File: src/rtl/core/rhs_pkg.sv
// rhs_pkg: shared constants, status codes and packet summary type
// for the rtp header strip block
// no dependencies
package rhs_pkg;

    // packet size limit and derived widths
    localparam int MAX_PACKET = 4096;
    localparam int IDX_W      = $clog2(MAX_PACKET + 2);
    localparam int OUT_W      = 13;
    localparam int STATUS_W   = 3;
    localparam int KIND_W     = 7;
    localparam int EXTB_W     = 19;

    // header layout
    localparam logic [7:0] PREFIX_MARK   = 8'h24;
    localparam int         PREFIX_LEN    = 4;
    localparam int         RTP_FIXED_LEN = 12;
    localparam int         MEDIA_HDR_LEN = 4;
    localparam int         HDR_W         = 7;

    // reset value of the bare payload type register
    localparam logic [KIND_W-1:0] BARE_PT_RESET = 7'd33;

    // summary queue depth
    localparam int FIFO_DEPTH = 4;
    localparam int FIFO_AW    = $clog2(FIFO_DEPTH);

    typedef enum logic [STATUS_W-1:0] {
        ST_OK          = 3'd0,
        ST_PREFIX      = 3'd1,
        ST_SHORT       = 3'd2,
        ST_NO_EXT_ROOM = 3'd3,
        ST_EXT_OVERRUN = 3'd4,
        ST_TOO_LONG    = 3'd5
    } status_t;

    // what the front end knows about a packet once its last byte is in
    typedef struct packed {
        logic [IDX_W-1:0]  n_bytes;
        logic              too_long;
        logic              interleaved;
        logic [15:0]       declared_length;
        logic              has_padding;
        logic [7:0]        last_byte;
        logic [3:0]        csrc_count;
        logic              bare_match;
        logic              has_extension;
        logic [15:0]       extension_words;
        logic [KIND_W-1:0] kind;
        logic              marker;
    } pkt_sum_t;

endpackage

File: src/rtl/core/rhs_if.sv
// rhs_if: valid/ready channel interfaces for the byte input and result output
// depends on rhs_pkg

interface rhs_in_if;
    logic       valid;
    logic       ready;
    logic [7:0] data_byte;
    logic       last;

    modport source (output valid, output data_byte, output last, input ready);
    modport sink (input valid, input data_byte, input last, output ready);
endinterface

interface rhs_out_if import rhs_pkg::*; ();
    logic                valid;
    logic                ready;
    logic [STATUS_W-1:0] status;
    logic [OUT_W-1:0]    payload_offset;
    logic [OUT_W-1:0]    payload_length;
    logic [KIND_W-1:0]   payload_kind;
    logic                marker_bit;

    modport source (output valid, output status, output payload_offset,
                    output payload_length, output payload_kind, output marker_bit,
                    input ready);
    modport sink (input valid, input status, input payload_offset,
                  input payload_length, input payload_kind, input marker_bit,
                  output ready);
endinterface

File: src/rtl/core/rhs_front.sv
// rhs_front: takes packet bytes, captures header fields, pushes a summary
// on the last byte of each packet; depends on rhs_pkg and rhs_if
module rhs_front
    import rhs_pkg::*;
(
    input  logic              clk,
    input  logic              rst_n,
    rhs_in_if.sink            in_ch,
    input  logic [KIND_W-1:0] bare_payload_type,
    input  logic              push_ready,
    output logic              push,
    output pkt_sum_t          summary
);

    logic [IDX_W-1:0]  byte_idx_reg, byte_idx_next;
    logic              interleaved_reg, interleaved_next;
    logic [15:0]       decl_len_reg, decl_len_next;
    logic [3:0]        csrc_reg, csrc_next;
    logic              has_ext_reg, has_ext_next;
    logic              has_pad_reg, has_pad_next;
    logic [KIND_W-1:0] kind_reg, kind_next;
    logic              marker_reg, marker_next;
    logic [15:0]       ext_words_reg, ext_words_next;

    logic              accept;
    logic              in_range;
    logic [IDX_W-1:0]  pos;
    logic [IDX_W-1:0]  base_old;
    logic [IDX_W-1:0]  ext_pos;
    logic [IDX_W-1:0]  idx_cap;
    logic              int_cap;
    logic [15:0]       decl_cap;
    logic [3:0]        csrc_cap;
    logic              ext_cap;
    logic              pad_cap;
    logic [KIND_W-1:0] kind_cap;
    logic              marker_cap;
    logic [15:0]       ew_cap;

    assign in_ch.ready = push_ready;
    assign accept      = in_ch.valid && push_ready;
    assign push        = accept && in_ch.last;

    // field capture for the byte at the current position
    always_comb
    begin
        pos      = byte_idx_reg;
        in_range = (pos < IDX_W'(MAX_PACKET));
        base_old = interleaved_reg ? IDX_W'(PREFIX_LEN) : '0;
        ext_pos  = (interleaved_reg ? IDX_W'(PREFIX_LEN) : '0) + IDX_W'(RTP_FIXED_LEN)
                 + IDX_W'({csrc_reg, 2'b00})
                 + ((kind_reg != bare_payload_type) ? IDX_W'(MEDIA_HDR_LEN) : '0);

        idx_cap    = byte_idx_reg;
        int_cap    = interleaved_reg;
        decl_cap   = decl_len_reg;
        csrc_cap   = csrc_reg;
        ext_cap    = has_ext_reg;
        pad_cap    = has_pad_reg;
        kind_cap   = kind_reg;
        marker_cap = marker_reg;
        ew_cap     = ext_words_reg;

        if (in_range)
        begin
            idx_cap = pos + IDX_W'(1);
            if (pos == '0 && in_ch.data_byte == PREFIX_MARK)
            begin
                int_cap = 1'b1;
            end
            if (int_cap && pos == IDX_W'(2))
            begin
                decl_cap[15:8] = in_ch.data_byte;
            end
            if (int_cap && pos == IDX_W'(3))
            begin
                decl_cap[7:0] = in_ch.data_byte;
            end
            if (pos == base_old)
            begin
                csrc_cap = in_ch.data_byte[3:0];
                ext_cap  = in_ch.data_byte[4];
                pad_cap  = in_ch.data_byte[5];
            end
            if (pos == base_old + IDX_W'(1))
            begin
                kind_cap   = in_ch.data_byte[6:0];
                marker_cap = in_ch.data_byte[7];
            end
            if (pos > base_old + IDX_W'(1))
            begin
                if (pos == ext_pos + IDX_W'(2))
                begin
                    ew_cap[15:8] = in_ch.data_byte;
                end
                if (pos == ext_pos + IDX_W'(3))
                begin
                    ew_cap[7:0] = in_ch.data_byte;
                end
            end
        end
        else
        begin
            idx_cap = IDX_W'(MAX_PACKET + 1);
        end
    end

    // packet summary handed to the queue
    always_comb
    begin
        summary.n_bytes         = idx_cap;
        summary.too_long        = !in_range;
        summary.interleaved     = int_cap;
        summary.declared_length = decl_cap;
        summary.has_padding     = pad_cap;
        summary.last_byte       = in_ch.data_byte;
        summary.csrc_count      = csrc_cap;
        summary.bare_match      = (kind_cap == bare_payload_type);
        summary.has_extension   = ext_cap;
        summary.extension_words = ew_cap;
        summary.kind            = kind_cap;
        summary.marker          = marker_cap;
    end

    // next state: hold, capture, or clear after the last byte
    always_comb
    begin
        byte_idx_next    = byte_idx_reg;
        interleaved_next = interleaved_reg;
        decl_len_next    = decl_len_reg;
        csrc_next        = csrc_reg;
        has_ext_next     = has_ext_reg;
        has_pad_next     = has_pad_reg;
        kind_next        = kind_reg;
        marker_next      = marker_reg;
        ext_words_next   = ext_words_reg;
        if (accept)
        begin
            if (in_ch.last)
            begin
                byte_idx_next    = '0;
                interleaved_next = 1'b0;
                decl_len_next    = '0;
                csrc_next        = '0;
                has_ext_next     = 1'b0;
                has_pad_next     = 1'b0;
                kind_next        = '0;
                marker_next      = 1'b0;
                ext_words_next   = '0;
            end
            else
            begin
                byte_idx_next    = idx_cap;
                interleaved_next = int_cap;
                decl_len_next    = decl_cap;
                csrc_next        = csrc_cap;
                has_ext_next     = ext_cap;
                has_pad_next     = pad_cap;
                kind_next        = kind_cap;
                marker_next      = marker_cap;
                ext_words_next   = ew_cap;
            end
        end
    end

    // packet state registers
    always_ff @(posedge clk or negedge rst_n)
    begin
        if (!rst_n)
        begin
            byte_idx_reg    <= '0;
            interleaved_reg <= 1'b0;
            decl_len_reg    <= '0;
            csrc_reg        <= '0;
            has_ext_reg     <= 1'b0;
            has_pad_reg     <= 1'b0;
            kind_reg        <= '0;
            marker_reg      <= 1'b0;
            ext_words_reg   <= '0;
        end
        else
        begin
            byte_idx_reg    <= byte_idx_next;
            interleaved_reg <= interleaved_next;
            decl_len_reg    <= decl_len_next;
            csrc_reg        <= csrc_next;
            has_ext_reg     <= has_ext_next;
            has_pad_reg     <= has_pad_next;
            kind_reg        <= kind_next;
            marker_reg      <= marker_next;
            ext_words_reg   <= ext_words_next;
        end
    end

endmodule

File: src/rtl/core/rhs_fifo.sv
// rhs_fifo: short queue of packet summaries between front and back end
// depends on rhs_pkg
module rhs_fifo
    import rhs_pkg::*;
(
    input  logic     clk,
    input  logic     rst_n,
    input  logic     push,
    input  pkt_sum_t push_data,
    output logic     push_ready,
    input  logic     pop,
    output logic     pop_valid,
    output pkt_sum_t pop_data
);

    pkt_sum_t               entry_reg [FIFO_DEPTH];
    logic [FIFO_AW-1:0]     wr_ptr_reg, wr_ptr_next;
    logic [FIFO_AW-1:0]     rd_ptr_reg, rd_ptr_next;
    logic [FIFO_AW:0]       count_reg, count_next;
    logic                   do_push;
    logic                   do_pop;

    assign push_ready = (count_reg != (FIFO_AW + 1)'(FIFO_DEPTH));
    assign pop_valid  = (count_reg != '0);
    assign pop_data   = entry_reg[rd_ptr_reg];
    assign do_push    = push && push_ready;
    assign do_pop     = pop && pop_valid;

    // pointer and fill count update
    always_comb
    begin
        wr_ptr_next = do_push ? wr_ptr_reg + FIFO_AW'(1) : wr_ptr_reg;
        rd_ptr_next = do_pop ? rd_ptr_reg + FIFO_AW'(1) : rd_ptr_reg;
        count_next  = count_reg;
        if (do_push && !do_pop)
        begin
            count_next = count_reg + (FIFO_AW + 1)'(1);
        end
        else if (!do_push && do_pop)
        begin
            count_next = count_reg - (FIFO_AW + 1)'(1);
        end
    end

    always_ff @(posedge clk or negedge rst_n)
    begin
        if (!rst_n)
        begin
            wr_ptr_reg <= '0;
            rd_ptr_reg <= '0;
            count_reg  <= '0;
        end
        else
        begin
            wr_ptr_reg <= wr_ptr_next;
            rd_ptr_reg <= rd_ptr_next;
            count_reg  <= count_next;
        end
    end

    // entry storage
    always_ff @(posedge clk)
    begin
        if (do_push)
        begin
            entry_reg[wr_ptr_reg] <= push_data;
        end
    end

endmodule

File: src/rtl/core/rhs_back.sv
// rhs_back: two-stage length and offset computation with output register
// depends on rhs_pkg and rhs_if
module rhs_back
    import rhs_pkg::*;
(
    input  logic     clk,
    input  logic     rst_n,
    input  logic     sum_valid,
    input  pkt_sum_t sum_data,
    output logic     sum_pop,
    rhs_out_if.source out_ch
);

    typedef struct packed {
        logic              early_err;
        status_t           early_code;
        logic [IDX_W-1:0]  len1;
        logic [HDR_W-1:0]  hdr;
        logic [HDR_W:0]    hdr_plus4;
        logic              has_ext;
        logic [EXTB_W-1:0] strip_total;
        logic [EXTB_W-1:0] off_full;
        logic [KIND_W-1:0] kind;
        logic              marker;
    } stage1_t;

    stage1_t           s1_reg, s1_next;
    logic              s1_valid_reg, s1_valid_next;
    logic              out_valid_reg, out_valid_next;
    status_t           status_reg, status_next;
    logic [OUT_W-1:0]  offset_reg, offset_next;
    logic [OUT_W-1:0]  length_reg, length_next;
    logic [KIND_W-1:0] kind_reg, kind_next;
    logic              marker_reg, marker_next;

    logic              out_load;
    logic              s1_load;
    logic              mismatch;
    logic [IDX_W-1:0]  len0;
    logic [EXTB_W-1:0] ext_bytes;

    assign out_load = !out_valid_reg || out_ch.ready;
    assign s1_load  = !s1_valid_reg || out_load;
    assign sum_pop  = s1_load;

    // stage 1: prefix check, padding removal, header and extension sizes
    always_comb
    begin
        mismatch = (sum_data.n_bytes < IDX_W'(PREFIX_LEN))
                || (sum_data.declared_length
                    != 16'(sum_data.n_bytes - IDX_W'(PREFIX_LEN)));
        len0 = sum_data.interleaved ? sum_data.n_bytes - IDX_W'(PREFIX_LEN)
                                    : sum_data.n_bytes;
        ext_bytes = EXTB_W'({sum_data.extension_words, 2'b00}) + EXTB_W'(4);

        s1_next.early_err  = sum_data.too_long || (sum_data.interleaved && mismatch);
        s1_next.early_code = sum_data.too_long ? ST_TOO_LONG : ST_PREFIX;
        if (sum_data.has_padding
            && len0 >= IDX_W'(RTP_FIXED_LEN) + IDX_W'(sum_data.last_byte))
        begin
            s1_next.len1 = len0 - IDX_W'(sum_data.last_byte);
        end
        else
        begin
            s1_next.len1 = len0;
        end
        s1_next.hdr = HDR_W'(RTP_FIXED_LEN) + HDR_W'({sum_data.csrc_count, 2'b00})
                    + (sum_data.bare_match ? '0 : HDR_W'(MEDIA_HDR_LEN));
        s1_next.hdr_plus4   = (HDR_W + 1)'(s1_next.hdr) + (HDR_W + 1)'(4);
        s1_next.has_ext     = sum_data.has_extension;
        s1_next.strip_total = EXTB_W'(s1_next.hdr)
                            + (sum_data.has_extension ? ext_bytes : '0);
        s1_next.off_full    = s1_next.strip_total
                            + (sum_data.interleaved ? EXTB_W'(PREFIX_LEN) : '0);
        s1_next.kind        = sum_data.kind;
        s1_next.marker      = sum_data.marker;

        s1_valid_next = s1_load ? sum_valid : s1_valid_reg;
    end

    // stage 2: final status, offset and length into the output register
    always_comb
    begin
        status_next    = status_reg;
        offset_next    = offset_reg;
        length_next    = length_reg;
        kind_next      = kind_reg;
        marker_next    = marker_reg;
        out_valid_next = out_valid_reg;
        if (out_load)
        begin
            out_valid_next = s1_valid_reg;
            kind_next      = s1_reg.kind;
            marker_next    = s1_reg.marker;
            offset_next    = '0;
            length_next    = '0;
            if (s1_reg.early_err)
            begin
                status_next = s1_reg.early_code;
            end
            else if (s1_reg.len1 < IDX_W'(s1_reg.hdr))
            begin
                status_next = ST_SHORT;
            end
            else if (s1_reg.has_ext && s1_reg.len1 < IDX_W'(s1_reg.hdr_plus4))
            begin
                status_next = ST_NO_EXT_ROOM;
            end
            else if (s1_reg.has_ext && EXTB_W'(s1_reg.len1) < s1_reg.strip_total)
            begin
                status_next = ST_EXT_OVERRUN;
            end
            else
            begin
                status_next = ST_OK;
                offset_next = OUT_W'(s1_reg.off_full);
                length_next = OUT_W'(s1_reg.len1 - IDX_W'(s1_reg.strip_total));
            end
        end
    end

    // pipeline valid flags
    always_ff @(posedge clk or negedge rst_n)
    begin
        if (!rst_n)
        begin
            s1_valid_reg  <= 1'b0;
            out_valid_reg <= 1'b0;
        end
        else
        begin
            s1_valid_reg  <= s1_valid_next;
            out_valid_reg <= out_valid_next;
        end
    end

    // pipeline payload
    always_ff @(posedge clk)
    begin
        if (s1_load)
        begin
            s1_reg <= s1_next;
        end
        status_reg <= status_next;
        offset_reg <= offset_next;
        length_reg <= length_next;
        kind_reg   <= kind_next;
        marker_reg <= marker_next;
    end

    assign out_ch.valid          = out_valid_reg;
    assign out_ch.status         = status_reg;
    assign out_ch.payload_offset = offset_reg;
    assign out_ch.payload_length = length_reg;
    assign out_ch.payload_kind   = kind_reg;
    assign out_ch.marker_bit     = marker_reg;

endmodule

File: src/rtl/core/rtp_header_strip_top.sv
// rtp_header_strip_top: byte-stream rtp header parser, top level
// depends on rhs_pkg, rhs_if, rhs_front, rhs_fifo, rhs_back
//
// Takes one packet byte per clock on in_ch and gives one result per packet
// on out_ch: status, offset and length of the payload after an optional
// interleaved prefix, the RTP header, CSRC list, media header, header
// extension and padding, plus the payload type and marker bit. For every
// byte the front end only updates a counter and a few captured fields. On
// the last byte a packet summary enters a four-entry queue, and the back
// end turns it into a result in two register stages. in_ch.ready drops
// only while the queue is full. Packets above 4096 bytes report status 5.
// bare_payload_type resets to 33 and is written through cfg_we/cfg_wdata.
module rtp_header_strip_top
    import rhs_pkg::*;
(
    input  logic              clk,
    input  logic              rst_n,
    input  logic              cfg_we,
    input  logic [KIND_W-1:0] cfg_wdata,
    rhs_in_if.sink            in_ch,
    rhs_out_if.source         out_ch
);

    logic [KIND_W-1:0] bare_pt_reg, bare_pt_next;
    logic              push;
    logic              push_ready;
    pkt_sum_t          push_data;
    logic              sum_valid;
    logic              sum_pop;
    pkt_sum_t          sum_data;

    // configuration register
    assign bare_pt_next = cfg_we ? cfg_wdata : bare_pt_reg;

    always_ff @(posedge clk or negedge rst_n)
    begin
        if (!rst_n)
        begin
            bare_pt_reg <= BARE_PT_RESET;
        end
        else
        begin
            bare_pt_reg <= bare_pt_next;
        end
    end

    rhs_front u_front (
        .clk               (clk),
        .rst_n             (rst_n),
        .in_ch             (in_ch),
        .bare_payload_type (bare_pt_reg),
        .push_ready        (push_ready),
        .push              (push),
        .summary           (push_data)
    );

    rhs_fifo u_fifo (
        .clk        (clk),
        .rst_n      (rst_n),
        .push       (push),
        .push_data  (push_data),
        .push_ready (push_ready),
        .pop        (sum_pop),
        .pop_valid  (sum_valid),
        .pop_data   (sum_data)
    );

    rhs_back u_back (
        .clk       (clk),
        .rst_n     (rst_n),
        .sum_valid (sum_valid),
        .sum_data  (sum_data),
        .sum_pop   (sum_pop),
        .out_ch    (out_ch)
    );

endmodule

File: src/flat_wrapper.sv
// flat-port wrapper written by rule: the top's interface ports become plain ports
module rtp_header_strip_top_flat import rhs_pkg::*;
  (clk, rst_n, cfg_we, cfg_wdata, in_ch_valid, in_ch_data_byte, in_ch_last, in_ch_ready, out_ch_valid, out_ch_status, out_ch_payload_offset, out_ch_payload_length, out_ch_payload_kind, out_ch_marker_bit, out_ch_ready);
  rhs_in_if in_ch_i ();
  rhs_out_if out_ch_i ();
  input  logic clk;
  input  logic rst_n;
  input  logic cfg_we;
  input  logic [KIND_W-1:0] cfg_wdata;
  input wire logic [$bits(in_ch_i.valid)-1:0] in_ch_valid;
  input wire logic [$bits(in_ch_i.data_byte)-1:0] in_ch_data_byte;
  input wire logic [$bits(in_ch_i.last)-1:0] in_ch_last;
  output wire logic [$bits(in_ch_i.ready)-1:0] in_ch_ready;
  output wire logic [$bits(out_ch_i.valid)-1:0] out_ch_valid;
  output wire logic [$bits(out_ch_i.status)-1:0] out_ch_status;
  output wire logic [$bits(out_ch_i.payload_offset)-1:0] out_ch_payload_offset;
  output wire logic [$bits(out_ch_i.payload_length)-1:0] out_ch_payload_length;
  output wire logic [$bits(out_ch_i.payload_kind)-1:0] out_ch_payload_kind;
  output wire logic [$bits(out_ch_i.marker_bit)-1:0] out_ch_marker_bit;
  input wire logic [$bits(out_ch_i.ready)-1:0] out_ch_ready;
  assign in_ch_i.valid = in_ch_valid;
  assign in_ch_i.data_byte = in_ch_data_byte;
  assign in_ch_i.last = in_ch_last;
  assign in_ch_ready = in_ch_i.ready;
  assign out_ch_valid = out_ch_i.valid;
  assign out_ch_status = out_ch_i.status;
  assign out_ch_payload_offset = out_ch_i.payload_offset;
  assign out_ch_payload_length = out_ch_i.payload_length;
  assign out_ch_payload_kind = out_ch_i.payload_kind;
  assign out_ch_marker_bit = out_ch_i.marker_bit;
  assign out_ch_i.ready = out_ch_ready;
  rtp_header_strip_top u_core (.clk(clk), .rst_n(rst_n), .cfg_we(cfg_we), .cfg_wdata(cfg_wdata), .in_ch(in_ch_i), .out_ch(out_ch_i));
endmodule
File: config.mk
export PLATFORM = sky130hd
export DESIGN_NAME = rtp_header_strip_top_flat
export DESIGN_NICKNAME = d
export VERILOG_FILES = /design/src/rtl/core/rhs_pkg.sv /design/src/rtl/core/rhs_if.sv /design/src/rtl/core/rhs_front.sv /design/src/rtl/core/rhs_fifo.sv /design/src/rtl/core/rhs_back.sv /design/src/rtl/core/rtp_header_strip_top.sv /design/src/flat_wrapper.sv
export SDC_FILE = /design/constraint.sdc
export NUM_CORES = 1
export LEC_CHECK = 0
export ABC_AREA = 0
export BUFFER_PORTS_ARGS = -buffer_cell sky130_fd_sc_hd__buf_2
export CORE_MARGIN = 10
export CORE_UTILIZATION = 39
export CTS_BUF_LIST = sky130_fd_sc_hd__clkbuf_4
export DETAILED_ROUTE_END_ITERATION = 12
export PLACE_DENSITY = 0.56
export RECOVER_POWER = 25
export SLEW_MARGIN = 40
export SYNTH_ARGS = -nofsm -noshare
export SYNTH_HDL_FRONTEND = slang
export SYNTH_SLANG_ARGS = --single-unit
export TNS_END_PERCENT = 5
File: constraint.sdc
create_clock -name clk -period 16.5 [get_ports clk]
set_input_delay 3.3 -clock clk [delete_from_list [all_inputs] [get_ports clk]]
set_output_delay 3.3 -clock clk [all_outputs]
set_load 0.02 [all_outputs]
# ---- Word-level counts from Yosys, hierarchy flattened
# Memories as Yosys holds them, arrays and structs flattened.
# Index checks and enable logic that the tools add are counted.
dict set report totals {
  register_bits 186
  ramBits 280
  in_bits 21
  out_inout_bits 39
  word_cells 143
  n_memories 1
}
dict set report classes {
  add_sub_neg 22
  n_lt_le_gt_ge 7
  eq_ne 11
  n_mux 46
  reduce_logical 26
}
# memory words word_bits rd rd_clocked_by_memory_dff write_ports line_no
set mem_list {}
lappend mem_list {u_core.u_fifo.entry_reg 4 70 1 0 1 rhs_fifo.sv:16} ;# pkt_sum_t entry_reg [FIFO_DEPTH];
# cell n
set op_table {}
lappend op_table {{16-bit two-way mux} 5}
lappend op_table {{13-bit two-way mux} 4}
lappend op_table {{3-bit two-way mux} 11}
lappend op_table {{8-bit two-way mux} 4}
lappend op_table {{13-bit by 2-bit equality test with 1-bit output, second input constant} 2}
lappend op_table {{13-bit by 9-bit equality test with 1-bit output} 2}
lappend op_table {{7-bit two-way mux} 3}
lappend op_table {{18-bit by 3-bit adder with 19-bit output, second input constant} 1}
lappend op_table {{7-bit by 19-bit adder with 19-bit output} 1}
lappend op_table {{13-bit by 19-bit less-than comparator with 1-bit output} 1}
lappend op_table {{19-bit two-way mux} 1}
lappend op_table {{8-bit by 2-bit adder with 9-bit output, second input constant} 2}
lappend op_table {{16-bit inequality test} 1}
lappend op_table {{1-bit two-way mux} 15}
lappend op_table {{13-bit by 3-bit subtractor with 14-bit output, second input constant} 1}
lappend op_table {{13-bit by 1-bit adder with 13-bit output, second input constant} 1}
lappend op_table {{13-bit by 3-bit adder with 13-bit output} 1}
lappend op_table {{13-bit equality test} 1}
lappend op_table {{13-bit by 3-bit equality test with 1-bit output} 1}
lappend op_table {{13-bit by 9-bit >= comparator with 1-bit output} 1}
lappend op_table {{13-bit by 4-bit greater-than comparator with 1-bit output} 1}
lappend op_table {{1-bit logical AND} 13}
lappend op_table {{13-bit zero test} 1}
lappend op_table {{13-bit less-than comparator, second input constant} 1}
lappend op_table {{other kinds (27)} 37}

# ---- Logic depth before layout (Yosys ltp)
# Gate-level depths: netlist of the first run.
dict set report depth {
  depth_word 10
  mapped_depth 23
  mapped_depth_nobuf 17
}

# ---- Modules after synthesis
# Synthesis of the first run repeated with hierarchy kept, for this count alone.
dict set report unflattened {
  cells_unflattened 1548
  hier_area_um2 21942.3
}
# mod instances cells_per_inst area_per_inst_um2 seq_area_each_um2
set modules_own_cells {}
lappend modules_own_cells {rhs_fifo 1 401 10588.9 8583.2}
lappend modules_own_cells {rhs_back 1 626 6615.1 2992.9}
lappend modules_own_cells {rhs_front 1 506 4444.3 1501.4}
lappend modules_own_cells {rtp_header_strip_top 1 15 294.0 177.7}

# ---- Worst setup path before layout of the first run
# Ideal clock, no wire load.
dict set report synth_timing {
  kind {input -> register}
  startpoint {input in_ch_valid}
  endpoint {memory u_core.u_fifo.entry_reg[0][0] (netlist name) (enable)}
  setup_ns 0.436
  arrival_ns 5.365
  required_ns 16.064
  path_slack_ns 10.699
  path_stages 3
  path_buffers 1
  cell_sequence {and2_1 > clkbuf_1 > and3_1}
}
dict set report synth_between {
  elab_chain_cells 5
}
# element line_no
set synth_lines {}
lappend synth_lines {{from (decl)} flat_wrapper.sv:10} ;# input wire logic [$bits(in_ch_i.valid)-1:0] in_ch_valid;
lappend synth_lines {{1-bit logical AND} rhs_front.sv:41} ;# assign accept = in_ch.valid && push_ready;
lappend synth_lines {{1-bit logical AND} rhs_front.sv:42} ;# assign push = accept && in_ch.last;
lappend synth_lines {{1-bit logical AND} rhs_fifo.sv:26} ;# assign do_push = push && push_ready;
lappend synth_lines {{1-bit two-way mux} rhs_fifo.sv:64} ;# if (do_push)
lappend synth_lines {{1-bit two-way mux (not written as such)} rhs_fifo.sv:66} ;# entry_reg[wr_ptr_reg] <= push_data;
lappend synth_lines {{to (decl)} rhs_fifo.sv:16}
# Every way passes these cells.

==> impl_metrics.toml, run 1 <==
[run_status]
status = "finished with violations"
violations = "max-capacitance violations, max-slew violations"

[sta]
rsz0062_at_grt = "false"
hold_viol = 0
max_freq_mhz = 133.5
period_minus_slack_ns = 7.493
slew_headroom_pct = -111.7
setup_tns_ns = 0
max_slew.worst_pin.slew_ns = 3.175
timing.hold.ws_ns = 0.4035
slew_viol_final = 235
setup_viol = 0
period_share_pct = 45.41
clock_skew_ns = 0.07722

[job]
cap_violations = 6

[placed_design]
hpwl_mm = 29.87
io_buffers = 57
globalplace.congestion = 0.7742

[power_and_ir_drop]
pwr-share-clk_pct = 20.3
p_per_area_nw_per_um2 = 196.9
finalPower_mw = 4.619
p_leak_nw = 8.820
p_sw_mw = 1.722
internal-power_mw = 2.897
sw_frac_of_total_pct = 37.29
comb_power_share_pct = 41.8
power_frac_seq_pct = 37.9
vdd_drop_max_mv = 0.08517

[cts]
cts-buffers-inserted = 120
cts_sinks = 454
postCtsSetupRepairBufs = 0
cts_resized = 0
cts-root-buf = "clkbuf_4"
insertion_delay_ns = 0.88
clock_path_buffers = 3
ctsHoldBuffers = 0
cts_tree = "done"
htreeDepth = 3
cts.clk_slew.worst_paths_ns = 0.07

[finish]
layout-drive-gt1-share_pct = 22.94
area_delta_synth_final_pct = 12.00
finalNetCount = 1644
fillers = 4778
largest_reg_flops = 280

[die]
start_util_pct = 39.62
core_um2 = 52870
die_y_um = 251.7
dieArea_um2 = 63370
floorplan.rows = 84
die-width_um = 251.7
io_pins = 60

[synthesis]
synth-compound-area-share_pct = 5.741
synthSimpleGateAreaFrac_pct = 7.766
syn_inst = 1413
synthesis.area_um2 = 20940
syn_area_per_cell_um2 = 14.82
synth_adder_area_share_pct = 4.540
synth_cell_types = 81
synth_seq_cells = 454
synth_edf_count = 378
yosysWarningCount = 0
synth_top_family_by_area = "multiplexers"
synth.area.mux_share_pct = 10.93
synthXorXnorAreaFrac_pct = 4.935
ys_seq_area_share_pct = 63.29
synth_top_flop_cell = "edfxtp_1"
async_reset_ff_share_pct = 16.74

[worst_setup_path]
worstRegToRegCells = 12
critical_path_arrival_ns = 8.08
required_ns = 17.09
start_kind = "register"
reg2reg_setup_slack_ns = 9.01
rr_startpoint = "u_core.u_fifo.rd_ptr_reg[1]"
worstPathMaxFanout = 45
end_kind = "register"
worstSetupPathType = "register to register"
r2r-end = "u_core.u_back.s1_reg[68]"

[detailed_routing]
drtPass1Iterations = 5
avgViaCountPerCell = 5.156
routed_wl_mm = 46.47
ant_nets = 0
drt_iter0_markers = 800
vias = 12080
wl_per_cell_um = 19.84
drc = 0

[global_route]
grt_pass1_wl_mm = 73.02
busiest_layer = "met2"
grt-ovfl-total = 0
grt_use_met1_pct = 19.52
grt_max_degree = 77
grtUsageMet2_pct = 23.73
use_met3_pct = 3.588
antenna_found_initial = 3
grt_pass1_vias = 12780
grt_usage_pct = 14.88

[worst_hold_path]
holdPathEnd = "u_core.u_back.out_ch.payload_kind[4]"
hold_class = "register to register"
hp-start = "u_core.u_back.s1_reg[5]"
worstHoldPathCells = 0
-- worst max-delay path: stages, from the launching register on --
cell       delay, ns
dfrtp_1         1.36
clkbuf_1        2.22
mux4_2          0.76
inv_1           0.07
ha_1            0.32
mux2i_1         0.28
ha_1            0.29
a21o_1          0.16
a211oi_1        0.23
o21ai_0         0.19
a2111oi_4       0.47
nand2b_1        0.45
mux2_1          0.37
-- cells in the final DEF (no fill, tap or decap), drive strengths merged, types with 8 or more instances in the layout --
cell,Yosys,layout
nor2,60,60
buf,21,56
xnor2,69,69
nand2,95,95
mux4,64,64
nand3,33,33
clkinv,0,54
clkbuf,36,182
nor3,17,17
mux2i,16,16
nor2b,8,8
o21a,10,10
nand2b,14,14
nand4,9,9
a21oi,16,16
a22oi,32,32
xor2,46,46
nor4,15,15
edfxtp,378,378
ha,68,68
inv,79,80
and2,22,22
mux2,60,60
dfrtp,74,74
a22o,14,14
and3,20,20
o21ai,65,65
-- metal layers --
metal / vias to the layer above / routed length [µm]
met5: - / 0
met4: 0 / 1072
met3: 81 / 2497
met2: 288 / 22140
met1: 6015 / 20760
li1: 5692 / -
-- cell type report --
class | instances | area [µm²] | share of cell area [%]
inverters | 79 | 296.5 | 1.264
flip-flops and latches | 454 | 13260 | 56.51
well taps | 688 | 860.8 | 3.670
clock inverters | 57 | 257.7 | 1.099
diodes | 2 | 5.005 | 0.02134
clock buffers | 167 | 1254 | 5.345
repair buffers | 71 | 377.9 | 1.611
multi-input cells | 824 | 7149 | 30.48
-- synth_stat cells (36+ instances only) --
library cell	n	share of area [%]
edfxtp_1	378	54
nand2_1	95	1.7
inv_1	78	1.4
dfrtp_1	74	8.8
ha_1	68	4.1
xnor2_1	68	2.8
mux4_2	64	6.9
o21ai_0	62	1.5
nor2_1	58	1.0
mux2_2	54	2.9
xor2_1	45	1.9
clkbuf_1	36	0.65
-- metrics by stage --
stage	instance area, µm²	setup slack (ns)	std cells	utilization [%]
2_1_floorplan	20950	10.70	1414	-
3_3_place_gp	21940	10.68	2114	41.50
3_5_place_dp	21970	10.61	2115	41.57
4_1_cts	23490	10.99	2339	44.43
5_1_grt	23460	7.978	2342	44.37
6_report	23460	9.007	2342	44.37
-- cell families (layout without fill, tap and decap cells) --
group	count (synthesis)	count (layout)
simple gates	319	319
mux	140	140
other cells	1	4
fa+ha+maj	73	73
compound gates	175	175
xor+xnor	115	115
buf+inv	136	374
flops	454	454
-- how the worst max path moves through the flow --
stage                                           start                             end  slack [ns]
final                     u_core.u_fifo.rd_ptr_reg[1]        u_core.u_back.s1_reg[68]        9.01
after global routing      u_core.u_fifo.rd_ptr_reg[0]        u_core.u_back.s1_reg[20]        7.98
after CTS                 u_core.u_fifo.rd_ptr_reg[0]        u_core.u_back.s1_reg[20]       10.99
after detailed placement           in_ch_data_byte[4]  u_core.u_front.decl_len_reg[1]       10.61
after global placement             in_ch_data_byte[4]  u_core.u_front.decl_len_reg[6]       10.68
after floorplan                           in_ch_valid   u_core.u_fifo.entry_reg[0][0]       10.70
-- power groups by stage --
stage	Combinational [mW]	Clock, mW	Sequential, mW
2_1_floorplan	1.46	0	1.74
3_3_place_gp	1.91	0	1.77
3_5_place_dp	1.95	0	1.78
4_1_cts	1.96	0.975	1.76
5_1_grt	2.18	1.04	1.78
6_report	1.93	0.937	1.75
No activity file was read; power rests on OpenSTA's default activity.
==> inputs of run 2 (changes only) <==
Settings changed: PLACE_DENSITY 0.56 to 0.58.
Clock period 16.5 ns to 6.8 ns, I/O delays scaled along.
==> impl_metrics.toml, run 2 (synthesis results as in run 1) <==
[worst_setup_path]
reg2reg_setup_slack_ns = 1.90
required_ns = 7.38
critical_path_arrival_ns = 5.47
worstRegToRegCells = 12
worstSetupPathType = "register to register"
rr_startpoint = "u_core.u_fifo.rd_ptr_reg[1]"
end_kind = "register"
start_kind = "register"
r2r-end = "u_core.u_back.s1_reg[69]"
worstPathMaxFanout = 45

[power_and_ir_drop]
comb_power_share_pct = 40.7
pwr-share-clk_pct = 21.6
internal-power_mw = 7.184
p_sw_mw = 4.104
power_frac_seq_pct = 37.7
vdd_drop_max_mv = 0.1951
p_leak_nw = 8.891
sw_frac_of_total_pct = 36.36
p_per_area_nw_per_um2 = 479.0

[die]
dieArea_um2 = 63370
die_y_um = 251.7
floorplan.rows = 84
io_pins = 60
die-width_um = 251.7
start_util_pct = 39.62
core_um2 = 52870

[worst_hold_path]
hp-start = "u_core.u_back.s1_reg[0]"
worstHoldPathCells = 0
holdPathEnd = "u_core.u_back.out_ch.marker_bit"
hold_class = "register to register"

[finish]
final_common_cell = "edfxtp_1"
finalNetCount = 1646
seqCellArea_um2 = 13260
fillers = 4832
largest_reg_flops = 280
layout-drive-gt1-share_pct = 24.59
multiInputGateArea_um2 = 7144
area_delta_synth_final_pct = 12.52
finalInstanceArea_um2 = 23570
final_cell_mix = "378 x edfxtp_1, 189 x clkbuf_4, 94 x nand2_1"

[cts]
cts.clk_slew.worst_paths_ns = 0.07
cts-root-buf = "clkbuf_4"
ctsHoldBuffers = 0
clock_path_buffers = 3
htreeDepth = 3
cts_tree = "done"
postCtsSetupRepairBufs = 0
insertion_delay_ns = 0.88
cts_sinks = 454
cts_resized = 0
cts-buffers-inserted = 119

[detailed_routing]
drc = 0
avgViaCountPerCell = 5.138
drtPass1Iterations = 5
wl_per_cell_um = 19.46
routed_wl_mm = 45.61
vias = 12040
ant_nets = 0
drt_iter0_markers = 805

[global_route]
grt_pass1_vias = 12580
grt_pass1_wl_mm = 71.90
grt_max_degree = 56
grt_usage_pct = 14.59
grt-ovfl-total = 0
antenna_found_initial = 2

[sta]
layout_setup_ws_ns = 1.904
setup_tns_ns = 0
hold_viol = 0
clock_skew_ns = 0.07101
period_share_pct = 71.99
slew_viol_final = 171
period_minus_slack_ns = 4.896
slew_headroom_pct = -90.70
rsz0062_at_grt = "false"
max_freq_mhz = 204.3
setup_viol = 0
max_slew.worst_pin.slew_ns = 2.861

[job]
cap_violations = 4

[placed_design]
hpwl_mm = 28.76
globalplace.congestion = 0.8183
place_area_um2 = 21980
io_buffers = 57
post-place-ws_ns = 1.930

[run_status]
status = "finished with violations"
violations = "max-capacitance violations, max-slew violations"
## run 2: area by class of cell
| cell class | instances | share of cell area [%] |
|---|---|---|
| Antenna cell | 5 | 0.05310 |
| Sequential cell | 454 | 56.28 |
| Tap cell | 688 | 3.653 |
| Multi-Input combinational cell | 824 | 30.32 |
| Timing Repair Buffer | 74 | 1.630 |
| Clock buffer | 189 | 6.021 |
| Inverter | 79 | 1.258 |
| Clock inverter | 31 | 0.7858 |
## run 2: stage by stage
stage | utilization [%] | cells | hold slack (ns) | total power [mW]
final | 44.58 | 2344 | 0.4194 | 11.29
after global routing | 44.58 | 2344 | 0.4297 | 12.16
after CTS | 44.62 | 2339 | 0.3806 | 11.45
after detailed placement | 41.59 | 2119 | 0.4055 | 8.956
after global placement | 41.57 | 2119 | 0.4092 | 8.871
after floorplan | - | 1414 | 0.4003 | 7.767
## run 2: worst max path at each step
stage	from	to
global route	rst_n	u_core.u_fifo.rd_ptr_reg[0]
floorplan	u_core.u_fifo.rd_ptr_reg[0]	u_core.u_back.s1_reg[20]
CTS	u_core.u_fifo.rd_ptr_reg[1]	u_core.u_back.s1_reg[69]
finish	u_core.u_fifo.rd_ptr_reg[1]	u_core.u_back.s1_reg[69]
detailed placement	u_core.u_fifo.rd_ptr_reg[1]	u_core.u_back.s1_reg[69]
global placement	u_core.u_fifo.rd_ptr_reg[1]	u_core.u_back.s1_reg[69]
## run 2: critical path, stage by stage, from the launching register on
cell       delay [ns]
dfrtp_4          0.87
mux2_2           0.40
o21ai_0          0.65
ha_1             0.38
nand2b_1         0.15
a21oi_1          0.15
o21bai_1         0.09
a21o_1           0.18
a211oi_1         0.22
o21ai_0          0.20
a2111oi_4        0.47
nand2b_1         0.41
mux2_1           0.38
## run 2: per-layer routing
metal / vias to the layer above / track usage (%) / part of all wire, %
met5: - / 0 / 0
met1: 6015 / 19.71 / 46
met3: 73 / 3.701 / 5.5
met4: 0 / 4.744 / 1.8
li1: 5674 / - / -
met2: 281 / 22.71 / 47
## run 2: power by group through the flow
stage	clock network, mW	logic (mW)	registers [mW]
2_1_floorplan	0	3.55	4.22
3_3_place_gp	0	4.57	4.30
3_5_place_dp	0	4.64	4.32
4_1_cts	2.52	4.66	4.27
5_1_grt	2.67	5.17	4.33
6_report	2.43	4.60	4.26
==> inputs of run 3 (changes only) <==
Settings changed: PLACE_DENSITY 0.58 to 0.56.
Clock period 6.8 ns to 4.6 ns, I/O delays scaled along.
==> impl_metrics.toml, run 3 (synthesis results as in run 1) <==
[run_status]
status = "finished with violations"
violations = "max-capacitance violations, max-slew violations"

[cts]
cts_tree = "done"
insertion_delay_ns = 0.90
cts-root-buf = "clkbuf_4"
ctsHoldBuffers = 0
cts-buffers-inserted = 117
clock_path_buffers = 3
cts.clk_slew.worst_paths_ns = 0.07
htreeDepth = 3
cts_sinks = 454

[detailed_routing]
drt_iter0_markers = 756
m1WireLength_mm = 21.64
ant_nets = 0
routed_wl_mm = 47.12
top_layer = "met4"
avgViaCountPerCell = 5.157
wl_per_cell_um = 19.93
vias = 12190
dr_wl_met3_mm = 2.282
drc = 0
drtPass1Iterations = 5
routed-wl-met2_mm = 21.97

[sta]
slew_viol_final = 115
hold_viol = 0
rsz0062_at_grt = "false"
period_share_pct = 94.12
max_freq_mhz = 231.0
max_slew.worst_pin.slew_ns = 3.064
layout_setup_ws_ns = 0.2703
clock_skew_ns = 0.09078
slew_headroom_pct = -104.3
setup_viol = 0
setup_tns_ns = 0
period_minus_slack_ns = 4.330

[global_route]
antenna_found_initial = 3
grt_max_degree = 56
grt_pass1_vias = 12810
grt_usage_pct = 15.08
grt_pass1_wl_mm = 73.80
grt-ovfl-total = 0

[die]
floorplan.rows = 84
dieArea_um2 = 63370
start_util_pct = 39.62
core_um2 = 52870
die_y_um = 251.7
io_pins = 60
die-width_um = 251.7

[worst_setup_path]
cp_slowest_cell = "dfrtp_4"
worstSetupPathType = "register to register"
critical_path_arrival_ns = 4.89
max_stage_delay_ns = 0.65
end_kind = "register"
required_ns = 5.16
worstPathMaxFanout = 20
cp_cell_sequence = "mux2_2 > o21ai_0 > buf_4 > ha_1 > nand2b_1 > a21oi_1 > o21bai_1 > a21o_1 > a211oi_1 > o21ai_0 > a2111oi_4 > nand2b_1 > mux2_1"
path_buf_inv = 1
start_kind = "register"
cp_top_family = "compound AO/OA/AOI/OAI gates"

[placed_design]
globalplace.congestion = 0.7937
post-place-ws_ns = 0.1217
io_buffers = 57
hpwl_mm = 30.76

[finish]
final_common_cell = "edfxtp_1"
area_delta_synth_final_pct = 13.54
finalNetCount = 1666
layout-drive-gt1-share_pct = 24.88
final_cell_mix = "378 x edfxtp_1, 168 x clkbuf_4, 94 x nand2_1"
largest_reg_flops = 280

[power_and_ir_drop]
p_leak_nw = 8.975
vdd_drop_max_mv = 0.3751
p_per_area_nw_per_um2 = 709.4

[job]
cap_violations = 3

[worst_hold_path]
hold_class = "primary input to register"
-- run 3: cell types whose count changed in the layout (fill, tap and decap cells not counted), moves of 4 or more --
cell | before | now
buf_4 | 12 | 24
clkbuf_1 | 13 | 17
clkbuf_4 | 189 | 168
buf_12 | 0 | 6
clkinv_1 | 25 | 42
-- run 3: final timing paths --
kind                                                   from                                   end  slack (ns)  cells past startpoint
max in group asynchronous                             rst_n        u_core.u_front.decl_len_reg[3]        0.98                      2
worst min-delay path                           cfg_wdata[2]                 u_core.bare_pt_reg[2]        0.26                      2
worst max-delay path            u_core.u_fifo.rd_ptr_reg[1]              u_core.u_back.s1_reg[64]        0.27                     13
min in group asynchronous                             rst_n                 u_core.bare_pt_reg[3]        1.03                      1
worst min register to register      u_core.u_back.s1_reg[3]  u_core.u_back.out_ch.payload_kind[2]        0.42                      0
worst max register to register  u_core.u_fifo.rd_ptr_reg[1]              u_core.u_back.s1_reg[64]        0.27                     13
-- run 3: area by class of cell --
class                           instances  area (µm²)
Multi-Input combinational cell        824        7216
Inverter                               79       296.5
Clock buffer                          168        1261
Timing Repair Buffer                   96       609.3
Tap cell                              688       860.8
Antenna cell                            4       10.01
Clock inverter                         51       262.8
Fill cell                            4766       29090
Sequential cell                       454       13260
-- run 3: power by group --
group,leakage [nW],switching [mW],internal [mW]
Sequential,4.59,0.423,5.81
Clock,0.899,1.64,1.80
Combinational,3.49,4.16,3.04
Total,8.97,6.22,10.6
-- run 3: routing by layer --
layer / vias to the layer above / GRT usage, %
li1: 5755 / -
met1: 6079 / 19.85
met2: 271 / 23.83
met3: 87 / 3.485
met4: 0 / 5.990
met5: - / 0
-- run 3: metrics by stage --
stage	total power [mW]	instance area (µm²)	hold slack, ns	util, %	std cells
finish	16.87	23780	0.2621	44.98	2364
global route	18.19	23780	0.1745	44.98	2364
CTS	17.14	23810	0.01220	45.03	2360
detailed placement	13.60	22280	0.4065	42.15	2141
global placement	13.48	22280	0.4079	42.15	2141
floorplan	11.68	21080	0.4003	-	1414
-- run 3: what timing repair did --
action | CTS | global route
setup buffers | 0 | 0
endpoints found under the setup margin | 0 | 17
gates resized for setup | 0 | 4
hold endpoints to repair | 0 | 0
